[config.mk]
export PLATFORM = sky130hd
export DESIGN_NAME = slc_ram
export DESIGN_NICKNAME = d
export VERILOG_FILES = /design/src/rtl/slc_ram.sv
export SDC_FILE = /design/constraint.sdc
export NUM_CORES = 1
export LEC_CHECK = 0
export BUFFER_PORTS_ARGS = -buffer_cell sky130_fd_sc_hd__buf_4
export CAP_MARGIN = 20
export CORE_ASPECT_RATIO = 1.5
export CORE_UTILIZATION = 40
export CTS_CLUSTER_SIZE = 30
export DETAILED_ROUTE_END_ITERATION = 7
export GPL_TIMING_DRIVEN = 0
export HOLD_SLACK_MARGIN = 0.03
export PLACE_DENSITY = 0.61
export SYNTH_ARGS = -nofsm -noshare
export SYNTH_HDL_FRONTEND = slang
export SYNTH_SLANG_ARGS = --single-unit
[constraint.sdc]
create_clock -name clk -period 1.9 [get_ports clk]
set_clock_uncertainty 0.15 [all_clocks]
set_input_delay 0.095 -clock clk [delete_from_list [all_inputs] [get_ports clk]]
set_output_delay 0.095 -clock clk [all_outputs]
set_load 0.01 [all_outputs]
[src/rtl/slc_ram.sv]
`default_nettype none

module slc_ram #(
  parameter int WIDTH = 8,
  parameter int DEPTH = 8
) (
  input  wire logic                                   clk,
  input  wire logic                                   wen,
  input  wire logic [((DEPTH > 1) ? $clog2(DEPTH) : 1)-1:0] waddr,
  input  wire logic [WIDTH-1:0]                       wdata,
  input  wire logic                                   ren,
  input  wire logic [((DEPTH > 1) ? $clog2(DEPTH) : 1)-1:0] raddr,
  output logic      [WIDTH-1:0]                       rdata
);

  logic [WIDTH-1:0] mem [DEPTH];

  // One write port and one registered read port; a read of the address being
  // written in the same cycle returns the old contents.
  always_ff @(posedge clk) begin
    if (wen) begin
      mem[waddr] <= wdata;
    end
    if (ren) begin
      rdata <= mem[raddr];
    end
  end

endmodule

`default_nettype wire

# Yosys cells after proc, flatten, opt, wreduce, memory -nomap -nowiden

Memories as Yosys holds them, arrays and structs flattened. A register that Yosys moved wholly into a read port is not among the register bits.
Index checks and enable logic that the tools add are counted.

Mux-type cells: 2

Operators with widths:

| kind              | number |
|---|---|
| two-way mux 1 bit | 2 |

Register bits after elaboration: 0
Bits in writable memories: 64
Bits of input ports: 17
Output and inout bits: 8
Word-level logic and storage cells: 3
Memories kept: 1

Memory list:

| memory | words | bits a word | read ports | clocked after memory_dff | write ports | line | RTL |
|---|---|---|---|---|---|---|---|
| mem    | 8     | 8           | 1          | 1                        | 1           | 16   | `logic [WIDTH-1:0] mem [DEPTH];` |

# Logic depth before layout (Yosys ltp)

Word-level depth: 2
Gate-level depth with buffers: 4
Gate-level depth less buffers: 2

# Least setup slack after synthesis

OpenSTA, ideal clock, no wires.

Kind: input port to flip-flop
Start point: in raddr[0] (netlist name)
End point: reg rdata[1], read port of mem (data pin)
Setup time: 0.260 ns
Data arrival time: 1.118 ns
Required time: 1.490 ns
Setup slack: 0.372 ns
Cell stages on the path: 4
Buffers on the path: 2
Path through: buf_6 buf_12 mux4_1 mux2_2

RTL lines:

| item            | line | RTL |
|---|---|---|
| start, declared | 12   | `input wire logic [((DEPTH > 1) ? $clog2(DEPTH) : 1)-1:0] raddr,` |
| end, declared   | 13   | `output logic [WIDTH-1:0] rdata` |

==> run metrics <==
Area contributors post-synth=edfxtp_1 (78%), mux4_1 (14%), mux2_2 (3.3%), mux4_2 (0.81%), nor2_1 (0.81%); Port Buffer Count=21; PD cells=just under 1000 mW/mm^2; Final WS setup=333 ps; CP Capture Type=flip-flop; largest net degree at the start of global routing=13; clock root cell=clkbuf_8; minimum hold slack=39.6 ps; post-route cell area=0.00333 mm^2; Tot Pwr=3.28 mW; vias=1231; P&R area growth vs syn=20.3%; syn_area_per_cell=between 20 and 25 um^2; H-Tree Depth=3; share of the synthesized area in the top cell type=0.780; Max-slew headroom=0.336; post-route DRC violation count=0; Clock transition at path regs=70 ps; Syn Inst Count=114; register bit total from synthesis=72; first-pass GRT wire length=7040 um; Initial Util=0.421; drt via density=5.22; worst slew pin tran=992 ps; reg2reg start=mem[1][7]; chip height=104 um; RSZ-0062 raised after global routing=false; CTS buffer count=9; Final Critical Period=1570 ps; R2R setup slack=330 ps; Worst Hold Depth=2; I/O Pins=25; hold wc startpoint=waddr[1]; Setup crit start kind=flip-flop; initial detailed-routing violation count=33; initial antenna violation count=0; final layout net count=approximately 170; max cap viols=0; Hold Violations, Final=0; chip width=roughly 70 um; Pre-antenna DRT Iters=4; post-cts gate resize count=0; number of global-route vias before repair=1324; outcome=finished, final reports clean; WHS Endpoint=mem[0][0]; Lkg Pwr=1.15 nW; pre-CTS setup slack=between 60 and 70 ps; die area=just over 0.007 mm^2; final setup vio count=0; placed instance area=0.00303 mm^2; gr ovfl total=0; Critical Path AT=1500 ps; Placed Cells=approximately 210; Hold/Removal Path Class=input pin to flip-flop; Final Wtd Congestion=0.648; Sink Count=72; VDD IR-drop max=0.875 mV; Antenna Nets Post-Route=0; Worst Reg2Reg Path Length in Cells=2; yosys synthesis warning count=0; syn_nets=131; routed length per placed instance=19.7 um; total wire length=4640 um; clock latency on the worst-skew pair=330 ps; share of layout cells above drive strength 1=0.313; Synth area leader=edfxtp_1; non-filler instance count after layout=~240; # rows=36; FILL cells=536; Worst Setup Path Type=flip-flop to flip-flop; register area share after synthesis=0.780; core box area=0.00658 mm^2; GRT Resource Usage Total=0.138; Final Cycle Share=0.825; final core occ=0.507; Synth cell types=13; CTS tree=done; Post-DP HPWL=3000 um; fmax=638 MHz; synthesized cell area=between 0.002 and 0.003 mm^2; required time worst endpoint=1830 ps; RR Endpoint=rdata[7]; maximum clock path buffer count=2; Setup TNS=0 ps; final slew viol count=0; crit-path max FO=1; # diodes=0
cell usage after synthesis:
library cell,number
mux4_2,1
mux4_1,15
edfxtp_1,72
clkbuf_1,1
nor2_1,6
buf_1,1
buf_6,1
nand2_1,2
mux2_2,8
nor3_1,2
nand2b_1,3
buf_2,1
buf_12,1
cell families (layout without fill, tap and decap cells):
kind of cell           count (synthesis)  in the layout  synth area share
buffers and inverters                  5             51            0.0158
DFF                                   72             72             0.780
muxes                                 24             24             0.183
and+or+nand+nor                       13             13            0.0212
registers in the layout, summed over array words and instances (netlist names):
name / count
mem: 64
rdata: 8
timing repair:
item | in CTS | in global routing
hold endpoints to repair | 72 | 0
setup buffers | 0 | 0
hold buffers | 9 | 0
area by class of cell:
class	instances	area, um^2	area share
Timing Repair Buffer	30	248	0.0743
Tap cell	76	95.1	0.0285
Sequential cell	72	2160	0.648
Buffer	5	43.8	0.0131
Clock buffer	9	124	0.0371
Clock inverter	7	86.3	0.0259
Multi-Input combinational cell	37	576	0.173
critical path, stage by stage (launching register included):
cell      delay [ps]
edfxtp_1         370
mux4_1           510
mux2_2           290
layout by cell type, fill, tap and decap left out, types with 2 or more instances in the layout:
master,count
buf_4,21
bufinv_16,2
clkbuf_8,9
clkinv_2,3
dlygate4sd3_1,9
edfxtp_1,72
mux2_2,8
mux4_1,15
nand2_1,2
nand2b_1,3
nor2_1,6
nor3_2,2
how the worst max path moves through the flow:
stage,from,end,slack [ps],cells past startpoint
floorplan,raddr[0],rdata[1],370,4
global placement,waddr[2],mem[0][1],-170,3
detailed placement,raddr[2],rdata[2],60,4
CTS,mem[1][7],rdata[7],330,2
global route,mem[1][3],rdata[3],300,2
finish,mem[1][7],rdata[7],330,2
per-layer routing:
layer | share of wire | track usage
met1 | 0.39 | 0.154
met2 | 0.56 | 0.241
met3 | 0.031 | 0.0329
met4 | 0.021 | 0.0729
met5 | 0 | 0
report_power, final:
group | total, mW | switching, mW | leakage [nW] | internal [mW]
Sequential | 1.83 | 0.0124 | 0.660 | 1.81
Combinational | 0.205 | 0.0945 | 0.380 | 0.111
Clock | 1.25 | 0.525 | 0.106 | 0.727
Total | 3.28 | 0.632 | 1.15 | 2.65
Power figures use the tool's default switching activity.
