## config.mk

```make
export PLATFORM = sky130hd
export DESIGN_NAME = slc_way_logic
export DESIGN_NICKNAME = d
export VERILOG_FILES = /design/src/rtl/slc_pkg.sv /design/src/rtl/slc_way_logic.sv
export SDC_FILE = /design/constraint.sdc
export NUM_CORES = 2
export LEC_CHECK = 0
export BUFFER_PORTS_ARGS = -buffer_cell sky130_fd_sc_hd__buf_2
export CAP_MARGIN = 5
export CORE_AREA = 2 2 461 463
export DETAILED_ROUTE_END_ITERATION = 8
export DIE_AREA = 0 0 463 465
export PLACE_DENSITY = 0.33
export SETUP_SLACK_MARGIN = 0.1
export SYNTH_ARGS = -nofsm -noshare
export SYNTH_HDL_FRONTEND = slang
export SYNTH_SLANG_ARGS = --single-unit
export TNS_END_PERCENT = 100
```

## constraint.sdc

```tcl
create_clock -name vclk -period 27.5
set_input_delay 5.5 -clock vclk [all_inputs]
set_output_delay 5.5 -clock vclk [all_outputs]
set_load 0.02 [all_outputs]
```

## src/rtl/slc_pkg.sv

```systemverilog
`default_nettype none

package slc_pkg;

  // Field widths of one request and one result.
  localparam int KEY_W = 32;
  localparam int VAL_W = 32;
  localparam int CAP_W = 4;

  // Reset value of the shard capacity register.
  localparam logic [CAP_W-1:0] CAP_RESET = 4'd8;

  // Request kinds.
  localparam logic CMD_GET = 1'b0;
  localparam logic CMD_PUT = 1'b1;

  // Outcome of one lookup, passed from the way logic to the result register.
  typedef struct packed {
    logic             hit;
    logic [VAL_W-1:0] value;
  } lookup_res_t;

endpackage

`default_nettype wire

```

## src/rtl/slc_way_logic.sv

```systemverilog
`default_nettype none

module slc_way_logic #(
  parameter int WAYS = 8
) (
  input  wire logic                    cmd,
  input  wire logic [slc_pkg::KEY_W-1:0] key,
  input  wire logic [slc_pkg::VAL_W-1:0] value_in,
  input  wire logic [slc_pkg::CAP_W-1:0] cap,
  input  wire logic [WAYS-1:0]         valid_row,
  input  wire logic [WAYS*(slc_pkg::KEY_W + slc_pkg::VAL_W +
                    ((WAYS > 1) ? $clog2(WAYS) : 1))-1:0] row,
  output logic      [WAYS-1:0]         new_valid,
  output logic      [WAYS*(slc_pkg::KEY_W + slc_pkg::VAL_W +
                    ((WAYS > 1) ? $clog2(WAYS) : 1))-1:0] new_row,
  output slc_pkg::lookup_res_t         res
);

  localparam int AGE_W   = (WAYS > 1) ? $clog2(WAYS) : 1;
  localparam int ENTRY_W = slc_pkg::KEY_W + slc_pkg::VAL_W + AGE_W;
  localparam int COUNT_W = $clog2(WAYS + 1);
  localparam int CMP_W   = (COUNT_W > slc_pkg::CAP_W) ? COUNT_W : slc_pkg::CAP_W;
  localparam int VAL_LSB = AGE_W;
  localparam int KEY_LSB = AGE_W + slc_pkg::VAL_W;

  logic [slc_pkg::KEY_W-1:0] e_key [WAYS];
  logic [slc_pkg::VAL_W-1:0] e_val [WAYS];
  logic [AGE_W-1:0]          e_age [WAYS];
  logic [slc_pkg::KEY_W-1:0] n_key [WAYS];
  logic [slc_pkg::VAL_W-1:0] n_val [WAYS];
  logic [AGE_W-1:0]          n_age [WAYS];

  logic [COUNT_W-1:0]        count;
  logic [WAYS-1:0]           match_oh;
  logic [WAYS-1:0]           free_oh;
  logic [WAYS-1:0]           oldest_oh;
  logic [WAYS-1:0]           slot_oh;
  logic                      found;
  logic                      free_seen;
  logic                      evict;
  logic [CMP_W-1:0]          cap_min;
  logic [AGE_W-1:0]          hit_age;
  logic [slc_pkg::VAL_W-1:0] hit_value;

  // Split the shard row into its ways.
  always_comb begin
    for (int w = 0; w < WAYS; w++) begin
      e_key[w] = row[w*ENTRY_W + KEY_LSB +: slc_pkg::KEY_W];
      e_val[w] = row[w*ENTRY_W + VAL_LSB +: slc_pkg::VAL_W];
      e_age[w] = row[w*ENTRY_W +: AGE_W];
    end
  end

  // Occupancy of the shard.
  always_comb begin
    count = '0;
    for (int w = 0; w < WAYS; w++) begin
      count = count + COUNT_W'(valid_row[w]);
    end
  end

  // Compare all ways with the key and find the first free way.
  always_comb begin
    match_oh  = '0;
    free_oh   = '0;
    found     = 1'b0;
    free_seen = 1'b0;
    for (int w = 0; w < WAYS; w++) begin
      if (valid_row[w] && (e_key[w] == key) && !found) begin
        match_oh[w] = 1'b1;
        found       = 1'b1;
      end
      if (!valid_row[w] && !free_seen) begin
        free_oh[w] = 1'b1;
        free_seen  = 1'b1;
      end
    end
  end

  // Valid ages are always 0 to count-1, so the least recent way holds count-1.
  always_comb begin
    for (int w = 0; w < WAYS; w++) begin
      oldest_oh[w] = valid_row[w] && (COUNT_W'(e_age[w]) == (count - COUNT_W'(1)));
    end
  end

  // Data and age of the way that hit.
  always_comb begin
    hit_age   = '0;
    hit_value = '0;
    for (int w = 0; w < WAYS; w++) begin
      if (match_oh[w]) begin
        hit_age   = e_age[w];
        hit_value = e_val[w];
      end
    end
  end

  // A capacity of zero counts as one; above the way count it saturates.
  always_comb begin
    cap_min = (cap == '0) ? CMP_W'(1) : CMP_W'(cap);
    evict   = (CMP_W'(count) >= cap_min) || (count == COUNT_W'(WAYS));
    slot_oh = evict ? oldest_oh : free_oh;
  end

  // Next contents of the shard row.
  always_comb begin
    new_valid = valid_row;
    for (int w = 0; w < WAYS; w++) begin
      n_key[w] = e_key[w];
      n_val[w] = e_val[w];
      n_age[w] = e_age[w];
      if (found) begin
        if (match_oh[w]) begin
          n_age[w] = '0;
          if (cmd == slc_pkg::CMD_PUT) begin
            n_val[w] = value_in;
          end
        end else if (valid_row[w] && (e_age[w] < hit_age)) begin
          n_age[w] = e_age[w] + AGE_W'(1);
        end
      end else if (cmd == slc_pkg::CMD_PUT) begin
        if (slot_oh[w]) begin
          new_valid[w] = 1'b1;
          n_key[w]     = key;
          n_val[w]     = value_in;
          n_age[w]     = '0;
        end else if (valid_row[w]) begin
          n_age[w] = e_age[w] + AGE_W'(1);
        end
      end
    end
    for (int w = 0; w < WAYS; w++) begin
      new_row[w*ENTRY_W +: ENTRY_W] = {n_key[w], n_val[w], n_age[w]};
    end
  end

  // Result of the request.
  always_comb begin
    res.hit   = found;
    res.value = (found && (cmd == slc_pkg::CMD_GET)) ? hit_value : '0;
  end

endmodule

`default_nettype wire

```

# Word-level counts from Yosys, hierarchy flattened
# Index checks and enable logic that the tools add are counted.
# classes
addsub,16
order_cmp,9
eq_ne,17
muxes,184
bitwise_logic,1
reduce_logical,61
# ops
operator,count
$mux 32,73
$eq 32x32->1,8
$mux 3,56
$mux 1,53
$logic_and 1x1->1,39
$eq 3x4->1,8
$add 3x1->3 const B,8
$lt 3x3->1,8
$logic_not 1->1,20
$add 4x1->4,4
$mux 8,1
$add 3x1->4,1
$eq 4x4->1 const B,1
$ge 4x4->1,1
$logic_not 4->1,1
$mux 4,1
$sub 4x1->4 const B,1
$add 2x1->3,1
$add 1x1->2,1
$logic_or 1x1->1,1
$not 1->1,1
# word_totals
register_bits,0
in_bits,613
out_inout_bits,577
wordCells,288

# Longest topological paths before layout
# logic_depth
depth_word,30
ltp_mapped,21
mapped_depth_nobuf,20

# Least setup slack after synthesis
# Ideal clock, no wire load.
# synth_path
kind,input to output
from,input valid_row[0]
to,output new_row[238] in the netlist's numbering
t_arrival_ns,10.924
required_time_ns,22.000
slack_ns,11.076
stages,20
path_buffers,4
cell_sequence,fa_1 inv_1 fa_1 fa_1 inv_1 ha_1 clkbuf_1 inv_1 ha_1 nand2b_1 a21o_1 a21o_1 a221oi_1 clkbuf_1 nor4_1 a21oi_1 nand2b_1 clkbuf_1 clkbuf_1 mux2_2
# synth_lines
item,line,rtl
"start, declared",slc_way_logic.sv:10,"input wire logic [WAYS-1:0] valid_row,"
"end, declared",slc_way_logic.sv:15,"((WAYS > 1) ? $clog2(WAYS) : 1))-1:0] new_row,"

==> flow_results.xml <==
<?xml version="1.0" encoding="UTF-8"?>
<metrics>
  <group name="status">
    <metric name="status" unit="">finished clean</metric>
  </group>
  <group name="setup_path">
    <metric name="cpPeakStageDelay" unit="ns">0.83</metric>
    <metric name="worstPathRequired" unit="ns">22.00</metric>
    <metric name="critPathKind" unit="">input pin to output pin</metric>
    <metric name="crit_chain" unit="">buf_2, fa_1, inv_1, fa_1, fa_1, inv_1, ha_1, inv_1, ha_1, nand2b_1, a21o_1, a21o_1, a221oi_1, buf_4, nor4_1, o21ai_0, nor2_4, buf_4, a21oi_4, buf_4, mux2_2, buf_2</metric>
    <metric name="timing.critical_path.fanout_max" unit="">33</metric>
    <metric name="timing.critical_path.from_type" unit="">input pin</metric>
    <metric name="cp_data_arrival_time" unit="ns">12.57</metric>
    <metric name="timing.critical_path.to_type" unit="">output pin</metric>
    <metric name="timing.critical_path.slowest_stage_cell" unit="">sky130_fd_sc_hd__a21oi_4</metric>
  </group>
  <group name="synthesis">
    <metric name="mappedNetlistNets" unit="">2585</metric>
    <metric name="post_synth_instance_area" unit="µm²">15100</metric>
    <metric name="synthesis.yosys.warnings" unit="">0</metric>
    <metric name="synthAdderAreaFrac" unit="%">2.77</metric>
    <metric name="synthesized_area_fraction_occupied_by_ao_oa_aoi_and_oai_cells" unit="%">13.7</metric>
    <metric name="synth-simple-area-share" unit="%">18.4</metric>
    <metric name="combinational_family_with_the_most_area_after_synthesis" unit="">multiplexers</metric>
    <metric name="synth_area_per_inst" unit="µm²">7.76</metric>
    <metric name="synth_xor_area_share" unit="%">16.5</metric>
    <metric name="synth.lib_cells_used.distinct" unit="">70</metric>
    <metric name="sequential_to_total_area_share_from_yosys_stat" unit="%">0</metric>
    <metric name="yosys-mux-area-fraction" unit="%">41.7</metric>
    <metric name="postSynthCellCount" unit="">1941</metric>
  </group>
  <group name="placement">
    <metric name="detailed_place_hpwl" unit="µm">189000</metric>
    <metric name="postPlaceCellArea" unit="µm²">24400</metric>
    <metric name="io_buffer_count" unit="">1190</metric>
    <metric name="place.gp.congestion" unit="">0.962</metric>
  </group>
  <group name="die">
    <metric name="num_rows" unit="">169</metric>
    <metric name="fp.coreArea" unit="µm²">211000</metric>
    <metric name="boundaryPins" unit="">1190</metric>
    <metric name="floorplan.die_area" unit="µm²">215000</metric>
    <metric name="die_h" unit="µm">465</metric>
    <metric name="horiz_die_dim" unit="µm">463</metric>
    <metric name="floorplan.initialDensity" unit="%">7.15</metric>
  </group>
  <group name="cells_and_area">
    <metric name="nNetsFinal" unit="">3662</metric>
    <metric name="num-clock-buffers" unit="">0</metric>
    <metric name="final_util" unit="%">11.7</metric>
    <metric name="layout-drive-gt1-share" unit="%">61.1</metric>
    <metric name="stdcell_area" unit="µm²">24700</metric>
    <metric name="filler_cell_count" unit="">24828</metric>
    <metric name="flops_and_latches" unit="">0</metric>
    <metric name="multiInputGateArea" unit="µm²">14200</metric>
    <metric name="layout-area-overhead-vs-synth" unit="%">63.8</metric>
    <metric name="register_area" unit="µm²">0</metric>
  </group>
  <group name="timing">
    <metric name="finalCritPeriodShare" unit="%">65.7</metric>
    <metric name="fin_hold_ws" unit="ns">11.37</metric>
    <metric name="totalNegativeSetupSlack" unit="ns">0</metric>
    <metric name="tightest_slew" unit="ns">1.15</metric>
    <metric name="setup_viol_count_final" unit="">0</metric>
    <metric name="final-hold-violation-count" unit="">0</metric>
    <metric name="rsz0062_at_grt" unit="">false</metric>
    <metric name="timing.final.crit_period" unit="ns">18.07</metric>
    <metric name="maxSlewHeadroom" unit="%">23.1</metric>
    <metric name="maxSlewViolCount" unit="">0</metric>
    <metric name="clock.fmax" unit="MHz">55.3</metric>
  </group>
  <group name="power">
    <metric name="finalPower" unit="µW">674</metric>
    <metric name="vdd.ir_drop.worst" unit="mV">0.0154</metric>
    <metric name="power_per_cell_area" unit="nW/µm²">27.3</metric>
    <metric name="total_leakage_power" unit="µW">0.0103</metric>
  </group>
  <group name="grt">
    <metric name="grt.overflow.total" unit="">0</metric>
    <metric name="grt_pass1_vias" unit="">22084</metric>
    <metric name="track_usage" unit="%">19.0</metric>
    <metric name="grt_antenna_before_repair" unit="">154</metric>
    <metric name="grt_max_degree" unit="">44</metric>
    <metric name="grt_pass1_wl" unit="µm">267000</metric>
  </group>
  <group name="route">
    <metric name="detail-route-antenna-nets" unit="">0</metric>
    <metric name="via_count" unit="">23275</metric>
    <metric name="vias_per_cell" unit="">3.92</metric>
    <metric name="initial_drt_markers" unit="">2201</metric>
    <metric name="wirelength" unit="µm">218000</metric>
    <metric name="post_drt_wl_per_cell" unit="µm">36.7</metric>
    <metric name="drtPass1Iterations" unit="">6</metric>
    <metric name="remaining_drc_errors" unit="">0</metric>
  </group>
  <group name="job">
    <metric name="maxCapViolations" unit="">0</metric>
  </group>
  <group name="clock_tree">
    <metric name="cts.hold.buffers_added" unit="">0</metric>
    <metric name="resize_count_post_cts" unit="">0</metric>
    <metric name="post_cts_buffers" unit="">0</metric>
  </group>
  <group name="min_path">
    <metric name="hold_path.class" unit="">input pin to output pin</metric>
  </group>
</metrics>
layout make-up:
class / instances / area share [%]
Multi-Input combinational cell: 1686 / 57.4
Timing Repair Buffer: 1261 / 26.3
Tap cell: 2821 / 14.3
Inverter: 69 / 1.05
Antenna cell: 97 / 0.983
Yosys cell counts, types with 12 or more instances:
cell type	n	area, µm²
sky130_fd_sc_hd__nand2b_1	36	225
sky130_fd_sc_hd__ha_1	27	338
sky130_fd_sc_hd__nor4_1	83	519
sky130_fd_sc_hd__clkbuf_1	123	462
sky130_fd_sc_hd__buf_2	34	170
sky130_fd_sc_hd__xnor2_1	98	858
sky130_fd_sc_hd__nor2_1	41	154
sky130_fd_sc_hd__a21oi_1	58	290
sky130_fd_sc_hd__nand2_1	81	304
sky130_fd_sc_hd__buf_1	23	86.3
sky130_fd_sc_hd__nand4_1	48	300
sky130_fd_sc_hd__nand3_1	74	370
sky130_fd_sc_hd__mux2i_1	15	150
sky130_fd_sc_hd__a22oi_1	65	488
sky130_fd_sc_hd__a31oi_1	42	263
sky130_fd_sc_hd__nor3_1	46	230
sky130_fd_sc_hd__o21ai_0	69	345
sky130_fd_sc_hd__xor2_1	182	1590
sky130_fd_sc_hd__o21ai_1	14	70.1
sky130_fd_sc_hd__inv_1	67	251
sky130_fd_sc_hd__mux2_2	534	6010
sky130_fd_sc_hd__and3_1	12	75.1
metrics by stage:
stage | cells | worst slack, ns
floorplan | 1941 | 11.08
global placement | 5837 | 9.47
detailed placement | 5837 | 9.40
CTS | 5837 | 9.40
global route | 5882 | 9.15
finish | 5934 | 9.43
critical path: cells and delay by family:
family / cells / cell delay [ns]
compound gates: 5 / 2.12
fa+ha+maj: 5 / 2.36
buf+inv: 8 / 1.84
mux: 1 / 0.39
simple gates: 3 / 0.25
cells by family after synthesis:
kind of cell | count (synthesis)
mux | 560
simple gates | 497
compound gates | 316
xor+xnor | 282
buf+inv | 255
fa+ha+maj | 31
per-layer routing:
layer,routed length [µm],vias to the layer above,track usage (%)
met5,579,-,0
met4,9680,86,6.94
met3,22900,332,7.05
met2,99300,1632,31.1
met1,85500,11710,22.7
li1,-,9515,-
placed cells by master (no fill, tap or decap), types with 12 or more instances in the layout:
cell	synthesis	final
sky130_fd_sc_hd__o21ai_0	69	69
sky130_fd_sc_hd__nand3_1	74	74
sky130_fd_sc_hd__nand4_1	48	48
sky130_fd_sc_hd__mux2i_1	15	15
sky130_fd_sc_hd__nor3_1	46	44
sky130_fd_sc_hd__o21ai_1	14	12
sky130_fd_sc_hd__xnor2_1	98	98
sky130_fd_sc_hd__a31oi_1	42	42
sky130_fd_sc_hd__nor4_1	83	80
sky130_fd_sc_hd__nand2b_1	36	32
sky130_fd_sc_hd__diode_2	0	97
sky130_fd_sc_hd__mux2_2	534	534
sky130_fd_sc_hd__a21oi_1	58	57
sky130_fd_sc_hd__a22oi_1	65	65
sky130_fd_sc_hd__nor2_1	41	38
sky130_fd_sc_hd__nand2_1	81	75
sky130_fd_sc_hd__inv_1	67	67
sky130_fd_sc_hd__ha_1	27	27
sky130_fd_sc_hd__xor2_1	182	182
sky130_fd_sc_hd__buf_4	1	71
sky130_fd_sc_hd__buf_2	34	1190
path summary, 6_finish.rpt:
check / start / depth (start not counted) / end / slack (ns)
worst max-delay path: valid_row[3] / 22 / new_row[496] / 9.43
worst min-delay path: row[161] / 3 / new_row[161] / 11.37
power by group:
group / internal [µW] / switching, µW / leakage, µW / total (µW)
logic: 222 / 452 / 0.0103 / 674
clock network: 0.000296 / 0 / 0.000000618 / 0.000296
registers: 0 / 0 / 0 / 0
total: 222 / 452 / 0.0103 / 674
No activity file was read; power rests on OpenSTA's default activity.
